## src/design/two_key_short_long_press_detector_macros.svh

```systemverilog
// Assertion macros for the two-key press detector.
// Each check is sampled on the rising edge of clk and held off during rst.
`ifndef TWO_KEY_SHORT_LONG_PRESS_DETECTOR_MACROS_SVH
`define TWO_KEY_SHORT_LONG_PRESS_DETECTOR_MACROS_SVH

`ifndef SYNTHESIS

// Same-cycle implication.
`define TKSL_ASSERT_NOW(label, ante, cons) \
  label: assert property (@(posedge clk) disable iff (rst) (ante) |-> (cons)) \
    else $error("tksl assertion failed");

// Next-cycle implication.
`define TKSL_ASSERT_NEXT(label, ante, cons) \
  label: assert property (@(posedge clk) disable iff (rst) (ante) |=> (cons)) \
    else $error("tksl assertion failed");

`else

`define TKSL_ASSERT_NOW(label, ante, cons)
`define TKSL_ASSERT_NEXT(label, ante, cons)

`endif

`endif

```

## src/design/tksl_pkg.sv

```systemverilog
`timescale 1ns / 1ps

package tksl_pkg;

  localparam int TICK_BITS = 32;
  localparam int NOW_BITS  = 32;
  localparam int CFG_BITS  = 16;

  typedef logic [TICK_BITS-1:0] tick_t;
  typedef logic [CFG_BITS-1:0]  cfg_word_t;

  localparam cfg_word_t SHORT_MIN_RESET  = 16'd20;
  localparam cfg_word_t LONG_PRESS_RESET = 16'd2000;

  // Register indexes on the configuration port.
  typedef enum logic {
    CFG_SHORT_MIN  = 1'b0,
    CFG_LONG_PRESS = 1'b1
  } cfg_index_t;

  // Reported event codes.
  typedef enum logic [2:0] {
    EV_NONE     = 3'd0,
    EV_K1_SHORT = 3'd1,
    EV_K1_LONG  = 3'd2,
    EV_K2_SHORT = 3'd3,
    EV_K2_LONG  = 3'd4
  } press_code_t;

  // Thresholds shared by both key trackers.
  typedef struct packed {
    cfg_word_t short_min;
    cfg_word_t long_press;
  } thresh_t;

  // Per-key outcome of one scan.
  typedef struct packed {
    logic short_press;
    logic long_press;
  } key_evt_t;

endpackage

```

## src/design/tksl_key.sv

```systemverilog
`timescale 1ns / 1ps

module tksl_key (
  input  logic              clk,
  input  logic              rst,
  input  logic              update,
  input  logic              down,
  input  tksl_pkg::tick_t   now,
  input  tksl_pkg::thresh_t thresh,
  output tksl_pkg::key_evt_t evt
);
  import tksl_pkg::*;

  logic  was_released;
  logic  long_seen;
  tick_t press_tick;
  tick_t held;

  // Wrapping difference gives held time across tick rollover.
  assign held = now - press_tick;

  always_comb begin
    evt = '0;
    if (down && !was_released) begin
      evt.long_press = !long_seen && (held >= tick_t'(thresh.long_press));
    end else if (!down && !was_released) begin
      evt.short_press = !long_seen && (held >= tick_t'(thresh.short_min));
    end
  end

  always_ff @(posedge clk) begin
    if (rst) begin
      was_released <= 1'b1;
      long_seen    <= 1'b0;
      press_tick   <= '0;
    end else if (update) begin
      was_released <= !down;
      if (down && was_released) begin
        press_tick <= now;
        long_seen  <= 1'b0;
      end else if (evt.long_press) begin
        long_seen <= 1'b1;
      end
    end
  end

endmodule

```

## src/design/two_key_short_long_press_detector.sv

```systemverilog
`timescale 1ns / 1ps
// Two-key short/long press detector.
// Input channel (in_valid / in_stall): one scan request per accepted item,
// carrying both key levels and the free-running tick count.
// Output channel (out_valid / out_stall): one key_event per scan, in order:
// 0 none, 1 key1 short, 2 key1 long, 3 key2 short, 4 key2 long.
// A key2 long press wins over any key1 event; key2 short only shows when
// key1 has nothing to report in the same scan.
// An accepted scan passes through an input register, then the key update and
// priority select into the result register. Throughput is one scan per cycle
// while the receiver does not stall; the input register can refill while the
// result register is drained in the same cycle.
// When the receiver stalls, the result holds, the input register holds, and
// in_stall rises once the input register is occupied.
// Reset (rst, synchronous) empties both stages, marks both keys released,
// clears the long flags and stored press ticks, and loads the default
// thresholds (short 20 ticks, long 2000 ticks). The user writes thresholds
// via cfg_wr_en/cfg_index/cfg_data only while idle, unchecked by the block.

module two_key_short_long_press_detector (
  input  logic                              clk,
  input  logic                              rst,
  input  logic                              cfg_wr_en,
  input  logic                              cfg_index,
  input  logic [tksl_pkg::CFG_BITS-1:0]     cfg_data,
  input  logic                              in_valid,
  output logic                              in_stall,
  input  logic                              key1_down,
  input  logic                              key2_down,
  input  logic [tksl_pkg::NOW_BITS-1:0]     now_ticks,
  output logic                              out_valid,
  input  logic                              out_stall,
  output logic [2:0]                        key_event
);
  import tksl_pkg::*;

  // Configuration registers.
  thresh_t thresh;

  // Input stage.
  logic  s1_valid;
  logic  s1_key1;
  logic  s1_key2;
  tick_t s1_now;

  // Result stage.
  press_code_t result;
  press_code_t result_next;

  logic     advance;
  logic     s1_load;
  logic     s1_fire;
  key_evt_t evt1;
  key_evt_t evt2;

  // Result register frees up when empty or being taken this cycle.
  assign advance  = !out_valid || !out_stall;
  assign s1_fire  = s1_valid && advance;
  assign in_stall = s1_valid && !advance;
  assign s1_load  = in_valid && !in_stall;

  always_ff @(posedge clk) begin
    if (rst) begin
      thresh.short_min  <= SHORT_MIN_RESET;
      thresh.long_press <= LONG_PRESS_RESET;
    end else if (cfg_wr_en) begin
      unique case (cfg_index_t'(cfg_index))
        CFG_SHORT_MIN:  thresh.short_min  <= cfg_data;
        CFG_LONG_PRESS: thresh.long_press <= cfg_data;
        default:        thresh            <= thresh;
      endcase
    end
  end

  // Capture the scan request; hold it while the result side is blocked.
  always_ff @(posedge clk) begin
    if (rst) begin
      s1_valid <= 1'b0;
    end else if (s1_load) begin
      s1_valid <= 1'b1;
    end else if (s1_fire) begin
      s1_valid <= 1'b0;
    end
  end

  always_ff @(posedge clk) begin
    if (s1_load) begin
      s1_key1 <= key1_down;
      s1_key2 <= key2_down;
      s1_now  <= tick_t'(now_ticks);
    end
  end

  // Per-key trackers advance their state only when the scan moves on.
  tksl_key u_key1 (
    .clk    (clk),
    .rst    (rst),
    .update (s1_fire),
    .down   (s1_key1),
    .now    (s1_now),
    .thresh (thresh),
    .evt    (evt1)
  );

  tksl_key u_key2 (
    .clk    (clk),
    .rst    (rst),
    .update (s1_fire),
    .down   (s1_key2),
    .now    (s1_now),
    .thresh (thresh),
    .evt    (evt2)
  );

  // Priority: key2 long, then key1 long, key1 short, key2 short.
  always_comb begin
    if (evt2.long_press) begin
      result_next = EV_K2_LONG;
    end else if (evt1.long_press) begin
      result_next = EV_K1_LONG;
    end else if (evt1.short_press) begin
      result_next = EV_K1_SHORT;
    end else if (evt2.short_press) begin
      result_next = EV_K2_SHORT;
    end else begin
      result_next = EV_NONE;
    end
  end

  always_ff @(posedge clk) begin
    if (rst) begin
      out_valid <= 1'b0;
    end else if (advance) begin
      out_valid <= s1_valid;
    end
  end

  always_ff @(posedge clk) begin
    if (s1_fire) begin
      result <= result_next;
    end
  end

  assign key_event = result;

`include "two_key_short_long_press_detector_macros.svh"

  // Back-pressure only when a scan is actually parked in the input stage.
  `TKSL_ASSERT_NOW(a_stall_needs_s1, in_stall, s1_valid)
  // A scan that moves on must show up as a result next cycle.
  `TKSL_ASSERT_NEXT(a_fire_gives_out, s1_fire, out_valid)
  // A key never reports short and long in the same scan.
  `TKSL_ASSERT_NOW(a_one_kind_per_key, s1_valid,
                   !(evt1.long_press && evt1.short_press) &&
                   !(evt2.long_press && evt2.short_press))

endmodule

```

## config.mk

```make
export PLATFORM = sky130hd
export DESIGN_NAME = two_key_short_long_press_detector
export DESIGN_NICKNAME = d
export VERILOG_FILES = /design/src/design/tksl_pkg.sv /design/src/design/tksl_key.sv /design/src/design/two_key_short_long_press_detector.sv
export VERILOG_INCLUDE_DIRS = /design/src /design/src/design
export SDC_FILE = /design/constraint.sdc
export NUM_CORES = 1
export LEC_CHECK = 0
export ABC_CLOCK_PERIOD_IN_PS = 4080
export BUFFER_PORTS_ARGS = -buffer_cell sky130_fd_sc_hd__buf_2
export CORE_MARGIN = 2
export CORE_UTILIZATION = 40
export CTS_BUF_LIST = sky130_fd_sc_hd__clkbuf_4 sky130_fd_sc_hd__clkbuf_8
export DETAILED_ROUTE_END_ITERATION = 6
export GPL_TIMING_DRIVEN = 0
export SLEW_MARGIN = 20
export SYNTH_ARGS = -nofsm -noshare
export SYNTH_HDL_FRONTEND = slang
export SYNTH_SLANG_ARGS = --single-unit
```

## constraint.sdc

```tcl
create_clock -name clk -period 4.08 [get_ports clk]
set_input_delay 0.612 -clock clk [delete_from_list [all_inputs] [get_ports clk]]
set_output_delay 0.612 -clock clk [all_outputs]
set_load 0.02 [all_outputs]
```

# Word-level counts from Yosys, hierarchy flattened
# Index checks and enable logic that the tools add are counted.
word_totals:
  output_inout_bits: 5
  elab_cells: 71
  ff_bits: 139
  in_bits: 56
classes:
  n_lt_le_gt_ge: 4
  addsub: 2
  reduce_logical: 34
  mux: 15
  bitwise: 1
ops:
  columns: ["op", "count"]
  rows:
  - ["$ge 32x16->1", 4]
  - ["$sub 32x32->32", 2]
  - ["$logic_and 1x1->1", 13]
  - ["$mux 1", 12]
  - ["$reduce_and 2->1", 6]
  - ["$logic_not 1->1", 10]
  - ["$mux 2", 3]
  - ["$reduce_bool 2->1", 3]
  - ["$reduce_or 2->1", 1]
  - ["$logic_or 1x1->1", 1]
  - ["$not 1->1", 1]

# Depth between registers and ports, before layout
# Gate-level depths: netlist of the first run.
logic_depth:
  word_depth: 8
  mapped_depth: 19
  depth_no_buf: 19

# Hierarchy
# Synthesis of the first run repeated with hierarchy kept, for this count alone.
unflattened:
  hier_cells: 1313
  hier_area_um2: 10612.7
modules_own_cells:
  columns: ["module", "n_inst", "cells_each", "area_per_inst_um2"]
  rows:
  - ["tksl_key at u_key2", 1, 578, 4081.4]
  - ["tksl_key at u_key1", 1, 556, 3972.6]
  - ["two_key_short_long_press_detector", 1, 179, 2558.7]

# Worst setup path after synthesis of the first run
# No wires, ideal clock.
synth_timing:
  path_kind: "register to register"
  startpoint: "register s1_now[7]"
  endpoint: "register result[0], in the netlist key_event[0] (data pin)"
  t_arrival_ps: 3456
  path_stages_with_launch: 17
  period_less_slack_ps: 3614
  t_required_ps: 3922
  setup_slack_ps: 466
  path_cell_list: "edfxtp_1 ha_1 buf_6 and3_1 a221o_1 a21o_1 or2_2 a31oi_1 o21bai_1 a21oi_1 xnor2_1 ha_1 a21oi_1 o21ai_0 nand4b_1 and3_1 a211oi_2"
synth_rtl:
  columns: ["element", "line", "rtl"]
  rows:
  - ["from (decl)", "two_key_short_long_press_detector.sv:44", "tick_t s1_now;"]
  - ["from (signal assigned)", "two_key_short_long_press_detector.sv:90", "s1_now <= tick_t'(now_ticks);"]
  - ["to (signal assigned)", "two_key_short_long_press_detector.sv:140", "result <= result_next;"]
  - ["to (decl)", "two_key_short_long_press_detector.sv:47", "press_code_t result;"]

# Final worst setup path of the first run
layout_timing:
  startpoint: "register s1_now[3]"
  endpoint: "register result[0], in the netlist key_event[0] (data pin)"
layout_between:
  elab_chain_cells: 7
  elab_cells_between_ends: 19
  classes_between: "add/sub: 2; order compare: 4; mux: 8; reduce/logical: 5"
layout_rtl:
  columns: ["element", "line", "rtl"]
  rows:
  - ["$sub 32x32->32", "tksl_key.sv:20", "assign held = now - press_tick;"]
  - ["$ge 32x16->1", "tksl_key.sv:27", "evt.short_press = !long_seen && (held >= tick_t'(thresh.short_min));"]
  - ["$logic_and 1x1->1", "tksl_key.sv:27", null]
  - ["$mux 1", "tksl_key.sv:26", "end else if (!down && !was_released) begin"]
  - ["$mux 1", "tksl_key.sv:24", "if (down && !was_released) begin"]
  - ["$mux 2", "two_key_short_long_press_detector.sv:123", "end else if (evt2.short_press) begin"]
  - ["$mux 2", "two_key_short_long_press_detector.sv:121", "end else if (evt1.short_press) begin"]
# Parallel ways exist; a longest one is shown, timed or not.
# A chain may end at the register's enable or synchronous reset.

==> impl_metrics.toml, run 1 <==
[sta]
fmax_mhz = 256
fin_crit_ns = 3.90
whs_ns = 0.307
relSlewSlack = 0.310
setup_violations = 0
setup_tns_ns = 0
skew_ns = 0.0184
finalHoldViolations = 0
finalCritPeriodShare = 0.957
worst_pin_slew_ns = 1.03
slew_violations = 0

[finish]
fillers = 2586
num-nets-final = 1573
regArea_um2 = 3150
layout-drive-gt1-share = 0.123
area_growth_pct = 13.1
final_util = 0.462
multi_input_area_um2 = 6710
num_antenna_cells = 0
final_cell_area_um2 = 11700

[setup_path]
start_kind = "register"
worst_setup_path_end_kind = "register"
crit_type = "register to register"
cp.required_ns = 4.29
path_max_fanout = 5
r2r_slack_ns = 0.18
cp_data_arrival_time_ns = 4.12

[placed_design]
dp_hpwl_mm = 22.7
portBuffers = 59
place_congestion = 0.928
dpl-instance-area_um2 = 11100

[route]
ant_nets = 0
first_pass_iters = 5
vias = 9361
wirelength_mm = 28.4
drc_errors = 0
wl_per_cell_um = 16.4
viasPerCell = 5.40
first_iter_violations = 724

[die]
boundaryPins = 61
start_util = 0.408
coreArea_um2 = 25300
num_rows = 58
die_h_um = 165
die_area_um2 = 27100
fp.dieW_um = 165

[cts]
cts_tree = "built"
clkSinkCount = 139
ctsHtreeMaxLevel = 4
numCtsBuffers = 17
clock_path_buffers = 2
cts_root_buffer = "clkbuf_8"
clkLatencyLatePin_ns = 0.48
cts.clk_slew.worst_paths_ns = 0.09

[pwr]
p_comb_frac = 0.306
clkPwrFrac = 0.288
power_frac_seq = 0.407
p_per_area_nw_per_um2 = 323
power_switching_mw = 1.38
intPower_mw = 2.39
peakVddDrop_mv = 0.139
swShare = 0.366
power_leakage_nw = 4.53

[synthesis]
ys_async_sr_fraction = 0
avgSynthCellArea_um2 = 7.92
synth_edf_count = 37
synth.yosys.seq_area_share = 0.306
syn_inst = 1302
synth-seq-cells = 139
ys_warn_count = 0
synth_cell_types = 82
synth_top_flop_cell = "dfxtp_1"
syn_area_um2 = 10300
syn_nets = 1486

[worst_hold_path]
hp-class = "input port to register"

[grt]
antenna_found_initial = 0
grt_max_degree = 24
grt_usage = 0.212
grt_pass1_wl_mm = 44.7
grt_remaining_overflow = 0
grt_pass1_vias = 8764

[job]
cap_violations = 0

[outcome]
status = "finished, final reports clean"
## what timing repair did
item                                    4_1_cts  5_1_grt
pin swaps                                     1       12
endpoints found under the setup margin        2        5
gates resized for setup                       6       37
buffers inserted                              1        7
hold endpoints to repair                      0        0
hold buffers                                  0        0
## worst max-delay path, stage by stage (launching register included)
cell	delay, ns
edfxtp_1	0.48
ha_2	0.37
a21o_1	0.20
a21oi_2	0.20
nand2_1	0.11
a21o_1	0.19
a21o_1	0.21
a21oi_1	0.15
o21bai_1	0.12
xor2_2	0.30
ha_1	0.29
o2111a_1	0.16
a2111oi_2	0.47
o21ai_1	0.14
o21ai_1	0.17
a211oi_2	0.09
## metal layers
| metal | track usage | part of all wire | routed length, um |
|---|---|---|---|
| met5 | 0 | 0 | 0 |
| met4 | 0.0652 | 0.022 | 610 |
| met3 | 0.0311 | 0.045 | 1270 |
| met2 | 0.331 | 0.44 | 12400 |
| met1 | 0.302 | 0.50 | 14100 |
## flip-flops by register name, summed over array words and instances (netlist names)
name                 count
s1_now                  32
u_key2.long_seen         1
thresh                  32
u_key2.press_tick       32
s1_valid                 1
out_valid                1
u_key1.was_released      1
u_key1.long_seen         1
key_event                3
u_key1.press_tick       32
s1_key2                  1
u_key2.was_released      1
s1_key1                  1
## metrics by stage
| stage | power, mW | cells | setup slack (ns) |
|---|---|---|---|
| 2_1_floorplan | 2.34 | 1302 | 0.466 |
| 3_3_place_gp | 2.62 | 1691 | -0.245 |
| 3_5_place_dp | 2.65 | 1692 | -0.276 |
| 4_1_cts | 3.75 | 1725 | 0.00414 |
| 5_1_grt | 4.00 | 1732 | -0.0709 |
| 6_report | 3.77 | 1732 | 0.175 |
## cell type report
| class | count | area share |
|---|---|---|
| buffer | 54 | 0.0193 |
| sequential | 139 | 0.270 |
| clock inverter | 13 | 0.00954 |
| clock buffer | 19 | 0.0213 |
| tap | 330 | 0.0354 |
| inverter | 115 | 0.0370 |
| timing repair buffer | 68 | 0.0322 |
| multi-input combinational | 994 | 0.575 |
## path summary, 6_finish.rpt
path                                       startpoint  cells past startpoint               endpoint
worst min-delay path                     now_ticks[6]                      1              s1_now[6]
worst max-delay path                        s1_now[3]                     15           key_event[0]
worst min register to register  u_key2.press_tick[11]                      2  u_key2.press_tick[11]
worst max register to register              s1_now[3]                     15           key_event[0]
## power by group through the flow
stage	Sequential [mW]	Combinational [mW]	Clock [mW]
finish	1.53	1.15	1.08
detailed placement	1.57	1.08	0
CTS	1.53	1.10	1.12
floorplan	1.55	0.794	0
global route	1.54	1.29	1.17
global placement	1.56	1.06	0
## cell families after synthesis
family	count (synthesis)	synth area share
AO/OA/AOI/OAI	394	0.247
multiplexers	6	0.00582
flip-flops	139	0.306
adder cells (fa/ha/maj)	128	0.157
AND/OR/NAND/NOR	425	0.187
XOR/XNOR	41	0.0348
buffers and inverters	169	0.0637
## synth_stat cells (4+ instances only)
library cell    n  area, um2
nor3_1         18       90.1
or2_2           4       25.0
edfxtp_1       37       1110
a21o_1         38        285
a211o_1         6       52.6
nand2_1       245        920
nor4_1          8       50.1
nor2b_1         9       56.3
xnor2_1        25        219
and2_1          6       37.5
ha_1          126       1580
o211ai_1       13       97.6
buf_2          12       60.1
nor3b_1         4       30.0
dfxtp_1       102       2040
clkbuf_1       41        154
mux2i_1         6       60.1
o21bai_1        8       60.1
a2111oi_0       4       35.0
nand3_1        13       65.1
o21a_1         13       97.6
o2111ai_1      10       87.6
nor2_1         55        206
a31oi_1        11       68.8
o21ai_0        55        275
and3_1         11       68.8
nand4_1        18        113
a211oi_1       21        158
nand2b_1       12       75.1
a21oi_1       166        831
xor2_1         16        140
inv_1         115        432
nand3b_1        7       52.6
## placed cells by master, fill, tap and decap left out, drive strengths merged, types with 12 or more instances in the layout
cell	n
nand2	246
inv	122
edfxtp	37
a31oi	12
a21o	38
a211oi	23
xor2	16
dfxtp	102
o21ai	58
clkbuf	60
nand4	19
o21a	13
ha	126
nor3	18
nand2b	12
nor2	56
o211ai	13
nand3	13
a21oi	169
buf	81
xnor2	25
Note: power is estimated with default switching activity, not from simulation.
==> inputs of run 2 (changes only) <==
--- a/config.mk
+++ b/config.mk
@@ -6,6 +6,7 @@
 export SDC_FILE = /design/constraint.sdc
 export NUM_CORES = 1
 export LEC_CHECK = 0
+export ABC_AREA = 1
 export ABC_CLOCK_PERIOD_IN_PS = 4080
 export BUFFER_PORTS_ARGS = -buffer_cell sky130_fd_sc_hd__buf_2
 export CORE_MARGIN = 2
@@ -13,6 +14,7 @@
 export CTS_BUF_LIST = sky130_fd_sc_hd__clkbuf_4 sky130_fd_sc_hd__clkbuf_8
 export DETAILED_ROUTE_END_ITERATION = 6
 export GPL_TIMING_DRIVEN = 0
+export SETUP_SLACK_MARGIN = 0.5
 export SLEW_MARGIN = 20
 export SYNTH_ARGS = -nofsm -noshare
 export SYNTH_HDL_FRONTEND = slang
==> constraint.sdc (replaced) <==
create_clock -name clk -period 4.08 [get_ports clk]
set_input_delay 0.612 -clock clk [delete_from_list [all_inputs] [get_ports clk]]
set_output_delay 0.612 -clock clk [all_outputs]
set_load 0.05 [all_outputs]
==> run 2 against run 1 <==
Net effect: cell count is 23% higher; critical path depth is 3 higher; power up 14%; first-iteration DRC count shrank 14%; cell area is 6.1% higher; clock skew down 0.0022 ns; register-to-register slack gained 0.58 ns; combinational power is 31% higher; clock power rose by 13%; routed wire length is 8.1% higher; critical path type unchanged; largest cell class unchanged; largest power group unchanged; highest routed layer unchanged.
==> impl_metrics.toml, run 2 <==
[cts]
cts.clk_slew.worst_paths_ns = 0.09
clkSinkCount = 139
cts_root_buffer = "clkbuf_8"
numCtsBuffers = 17
cts_hold_buf = 0
ctsHtreeMaxLevel = 4
cts_tree = "built"
clkLatencyLatePin_ns = 0.47
clock_path_buffers = 2

[placed_design]
dpl-instance-area_um2 = 11700
dp_hpwl_mm = 25.4
place_congestion = 0.936
place_inst = 2084
place_ws_ns = 0.589
portBuffers = 60

[sta]
setup_slack_ns = 0.760
fin_crit_ns = 3.32
slew_violations = 0
fmax_mhz = 301
finalCritPeriodShare = 0.814
skew_ns = 0.0162
setup_tns_ns = 0
grt_setup_unrepaired = "no"
worst_pin_slew_ns = 0.785
setup_violations = 0
finalHoldViolations = 0
relSlewSlack = 0.475

[setup_path]
crit_type = "register to register"
r2r_start = "s1_now[0]"
path_common_cell = "nand2_1"
worst_setup_path_end_kind = "register"
startpoint = "s1_now[0]"
cp_data_arrival_time_ns = 3.54
ff2ff_path_depth = 18
r2r_slack_ns = 0.76
path_max_fanout = 4
cp.required_ns = 4.30
critPathSlowestCell = "xor2_1"
path_cells = "inv_1, ha_1, fa_1, inv_1, nand2_1, nand3_2, nand2_1, nand2_2, xor2_1, ha_1, nand2_1, o21ai_0, nor2_1, nand3_1, nand2_1, inv_1, nand2_1, a21oi_1"
start_kind = "register"
timing.rr.end = "key_event[1]"
max_stage_delay_ns = 0.48

[finish]
area_growth_pct = 12.6
final_util = 0.459
layout-drive-gt1-share = 0.100
fin_cells = 2125
fillers = 2848
num_antenna_cells = 0
num-nets-final = 1955
layout_commonest_cell = "nand2_1"
layout_common_cells = "nand2_1, inv_1, a21oi_1"
final_cell_area_um2 = 12400

[synthesis]
synth.largest_area_cell = "dfxtp_1"
syn_area_um2 = 11000
synth_common_cells = "nand2_1, inv_1, a21oi_1"
synth_most_common_cell = "nand2_1"
synth.area.top_cells = "dfxtp_1, nand2_1, ha_1"
synth.yosys.seq_area_share = 0.287
ys_warn_count = 0
syn_nets = 1866
synth_top_area_frac = 0.186
avgSynthCellArea_um2 = 6.54
syn_inst = 1682
synth_cell_types = 35
synth_edf_count = 37
ys_async_sr_fraction = 0
synth-seq-cells = 139
synth_top_flop_cell = "dfxtp_1"

[route]
wirelength_mm = 30.7
viasPerCell = 4.95
first_pass_iters = 7
drc_errors = 0
first_iter_violations = 620
vias = 10500
wl_per_cell_um = 14.4
ant_nets = 0

[pwr]
peakVddDrop_mv = 0.168
power_leakage_nw = 6.27
p_per_area_nw_per_um2 = 346

[die]
coreArea_um2 = 27000
boundaryPins = 61
num_rows = 60
die_h_um = 170
fp.dieW_um = 170
die_area_um2 = 28800
start_util = 0.408

[grt]
grt_pass1_vias = 9834
grt_usage = 0.218
antenna_found_initial = 0
grt_pass1_wl_mm = 49.2
grt_remaining_overflow = 0
grt_max_degree = 33

[job]
cap_violations = 0

[worst_hold_path]
whs_path_depth = 1
whs_endpoint = "s1_now[9]"
min_from = "now_ticks[9]"
hp-class = "input port to register"

[outcome]
status = "finished, final reports clean"
-- run 2: critical path: cells and delay by family, from the launching register on --
| family | cells | cell delay, ns |
|---|---|---|
| DFF | 1 | 0.33 |
| AOI/OAI and AO/OA | 2 | 0.13 |
| xor gates and xnor gates | 1 | 0.48 |
| buffers and inverters | 3 | 0.27 |
| and+or+nand+nor | 9 | 0.86 |
| adders and majority gates | 3 | 1.00 |
-- run 2: worst max-delay path by stage --
| stage | end | cells past startpoint |
|---|---|---|
| 6_report | key_event[1] | 18 |
| 5_1_grt | key_event[0] | 19 |
| 4_1_cts | key_event[1] | 19 |
| 3_5_place_dp | key_event[1] | 19 |
| 3_3_place_gp | key_event[1] | 19 |
| 2_1_floorplan | key_event[0] | 20 |
-- run 2: kinds of logic after synthesis --
group,share of synthesized area
buf+inv,0.123
simple gates,0.273
compound gates,0.146
flops,0.287
fa+ha+maj,0.147
xor+xnor,0.0239
-- run 2: routing by layer --
layer	GRT usage	vias up	routed length, um
met5	0	-	0
met4	0.0535	0	481
met3	0.0305	28	1280
met2	0.371	179	14300
met1	0.290	4781	14600
li1	-	5523	-
-- run 2: through the flow --
stage	power, mW	hold WS [ns]
finish	4.28	0.305
global route	4.60	0.287
CTS	4.26	0.288
detailed placement	3.04	0.450
global placement	3.01	0.442
floorplan	2.64	0.433
-- run 2: where the power goes --
| part | switching, mW | internal, mW | total [mW] |
|---|---|---|---|
| Combinational | 0.963 | 0.549 | 1.51 |
| Sequential | 0.0484 | 1.50 | 1.55 |
| Clock | 0.625 | 0.598 | 1.22 |
-- run 2: final cells by class --
cell class	count	area (um2)	share of cell area
timing repair buffer	70	388	0.0313
clock buffer	21	277	0.0223
inverter	331	1240	0.100
clock inverter	11	133	0.0107
buffer	28	113	0.00910
sequential	139	3150	0.255
tap	341	427	0.0345
multi-input combinational	1184	6650	0.537
-- run 2: timing repair --
action	CTS	global route
setup buffers	0	9
setup endpoints to repair	0	4
resized for setup	0	28
==> inputs of run 3 (changes only) <==
--- a/config.mk
+++ b/config.mk
@@ -7,7 +7,7 @@
 export NUM_CORES = 1
 export LEC_CHECK = 0
 export ABC_AREA = 1
-export ABC_CLOCK_PERIOD_IN_PS = 4080
+export ABC_CLOCK_PERIOD_IN_PS = 3200
 export BUFFER_PORTS_ARGS = -buffer_cell sky130_fd_sc_hd__buf_2
 export CORE_MARGIN = 2
 export CORE_UTILIZATION = 40
==> constraint.sdc (replaced) <==
create_clock -name clk -period 3.2 [get_ports clk]
set_input_delay 0.48 -clock clk [delete_from_list [all_inputs] [get_ports clk]]
set_output_delay 0.48 -clock clk [all_outputs]
set_load 0.05 [all_outputs]
==> run 3 against run 2 <==
Net effect: flip-flop and latch count unchanged; sequential share of layout area decreased by 2.9 points; clock-buffer cell count decreased by 4; critical path depth increased by 1; worst hold slack got worse by 0.14 ns; cell area increased by 13%; clock power increased by 26%; global-route usage increased by 1.3 points; non-clock buffer count increased by 64; sequential power increased by 28%; core utilization increased by 5.9 points; critical endpoint unchanged; highest routed layer unchanged.
==> impl_metrics.toml, run 3 (same netlist as run 2, synthesis figures left out) <==
[route]
vias = 11000
drc_errors = 0
ant_nets = 0
first_pass_iters = 5
wl_per_cell_um = 15.3
viasPerCell = 5.01
first_iter_violations = 795
wirelength_mm = 33.5

[sta]
fmax_mhz = 315
setup_slack_ns = 0.0283
grt_setup_unrepaired = "yes"
skew_ns = 0.0166
finalCritPeriodShare = 0.991
setup_violations = 0
slew_violations = 0
relSlewSlack = 0.536
finalHoldViolations = 0
worst_pin_slew_ns = 0.693
fin_crit_ns = 3.17

[setup_path]
path_max_fanout = 4
r2r_slack_ns = 0.03
worst_setup_path_end_kind = "register"
start_kind = "register"
crit_type = "register to register"
cp_data_arrival_time_ns = 3.40
cp.required_ns = 3.43

[grt]
antenna_found_initial = 0
grt_max_degree = 33
grt_usage = 0.230
grt_remaining_overflow = 0
grt_pass1_wl_mm = 52.0
grt_pass1_vias = 10500

[job]
cap_violations = 0

[worst_hold_path]
hp-class = "input port to register"

[finish]
num_antenna_cells = 0
layout-drive-gt1-share = 0.207
num-nets-final = 2019
layout_commonest_cell = "nand2_1"
area_growth_pct = 27.0
layout_common_cells = "nand2_1, inv_1, a21oi_1"

[cts]
cts_hold_buf = 0
clkLatencyLatePin_ns = 0.48
ctsHtreeMaxLevel = 4
clock_path_buffers = 2
cts_root_buffer = "clkbuf_8"
cts.clk_slew.worst_paths_ns = 0.09
cts_tree = "built"
numCtsBuffers = 17
clkSinkCount = 139

[placed_design]
place_ws_ns = -0.254
place_congestion = 0.939
dp_hpwl_mm = 25.4
portBuffers = 60

[die]
die_h_um = 170
num_rows = 60
boundaryPins = 61
fp.dieW_um = 170
die_area_um2 = 28800
start_util = 0.408
coreArea_um2 = 27000

[pwr]
p_per_area_nw_per_um2 = 429
power_mw = 5.99
power_leakage_nw = 6.74
peakVddDrop_mv = 0.248

[outcome]
status = "finished, final reports clean"
[run 3: changes by cell type in the layout (fill, tap and decap cells not counted), sizes merged]
cell    delta
buf       +64
clkbuf     -4
inv        +3
clkinv     +1
[run 3: routing by layer]
layer  vias to the layer above  global-route usage  routed length (um)
met5                         -                   0                   0
met4                         0              0.0862                 850
met2                       212               0.390               15900
met1                      5061               0.301               15500
li1                       5644                   -                   -
met3                        56              0.0286                1220
[run 3: per-stage QoR]
step	instance area, um2	hold WS (ns)	TNS, ns	utilization	cells
2_1_floorplan	11000	0.433	0	-	1682
4_1_cts	13400	0.155	0	0.495	2167
5_1_grt	14000	0.151	-0.377	0.518	2189
3_3_place_gp	11700	0.442	-0.539	0.435	2083
6_report	14000	0.168	0	0.518	2189
3_5_place_dp	11700	0.451	-0.587	0.436	2084
[run 3: area by class of cell]
cell class	instances	area, um2
fill	2591	13000
multi-input combinational	1184	7740
sequential	139	3150
inverter	331	1240
timing repair buffer	134	903
tap	341	427
clock buffer	17	234
clock inverter	15	159
buffer	28	113
[run 3: path summary, 6_finish.rpt]
kind,from,endpoint,depth (start not counted)
setup / recovery,s1_now[5],key_event[1],19
hold / removal,now_ticks[4],s1_now[4],1
setup reg to reg,s1_now[5],key_event[1],19
hold reg to reg,u_key2.press_tick[19],u_key2.press_tick[19],2
[run 3: critical path, stage by stage (launching register included)]
cell      delay [ns]
edfxtp_1        0.55
ha_4            0.38
nand2_1         0.07
nand2_1         0.10
inv_1           0.09
nand2_1         0.09
nand2_1         0.09
nand3_4         0.14
xor2_4          0.23
ha_1            0.27
nand2_2         0.07
nor2_1          0.04
a211oi_1        0.22
a21oi_1         0.10
nor2_1          0.12
nand3_1         0.09
nand2_1         0.10
inv_1           0.04
nand2_1         0.07
a21oi_2         0.05
[run 3: report_power, final]
| group | switching [mW] | total (mW) | leakage [nW] | internal [mW] |
|---|---|---|---|---|
| clock network | 0.834 | 1.54 | 0.198 | 0.705 |
| registers | 0.0663 | 1.98 | 1.20 | 1.91 |
| logic | 1.47 | 2.48 | 5.34 | 1.01 |
[run 3: what timing repair did]
item / CTS / global route
setup endpoints to repair: 5 / 5
setup buffers: 51 / 22
hold endpoints to repair: 0 / 0
resized for setup: 135 / 98
pin swaps: 63 / 87
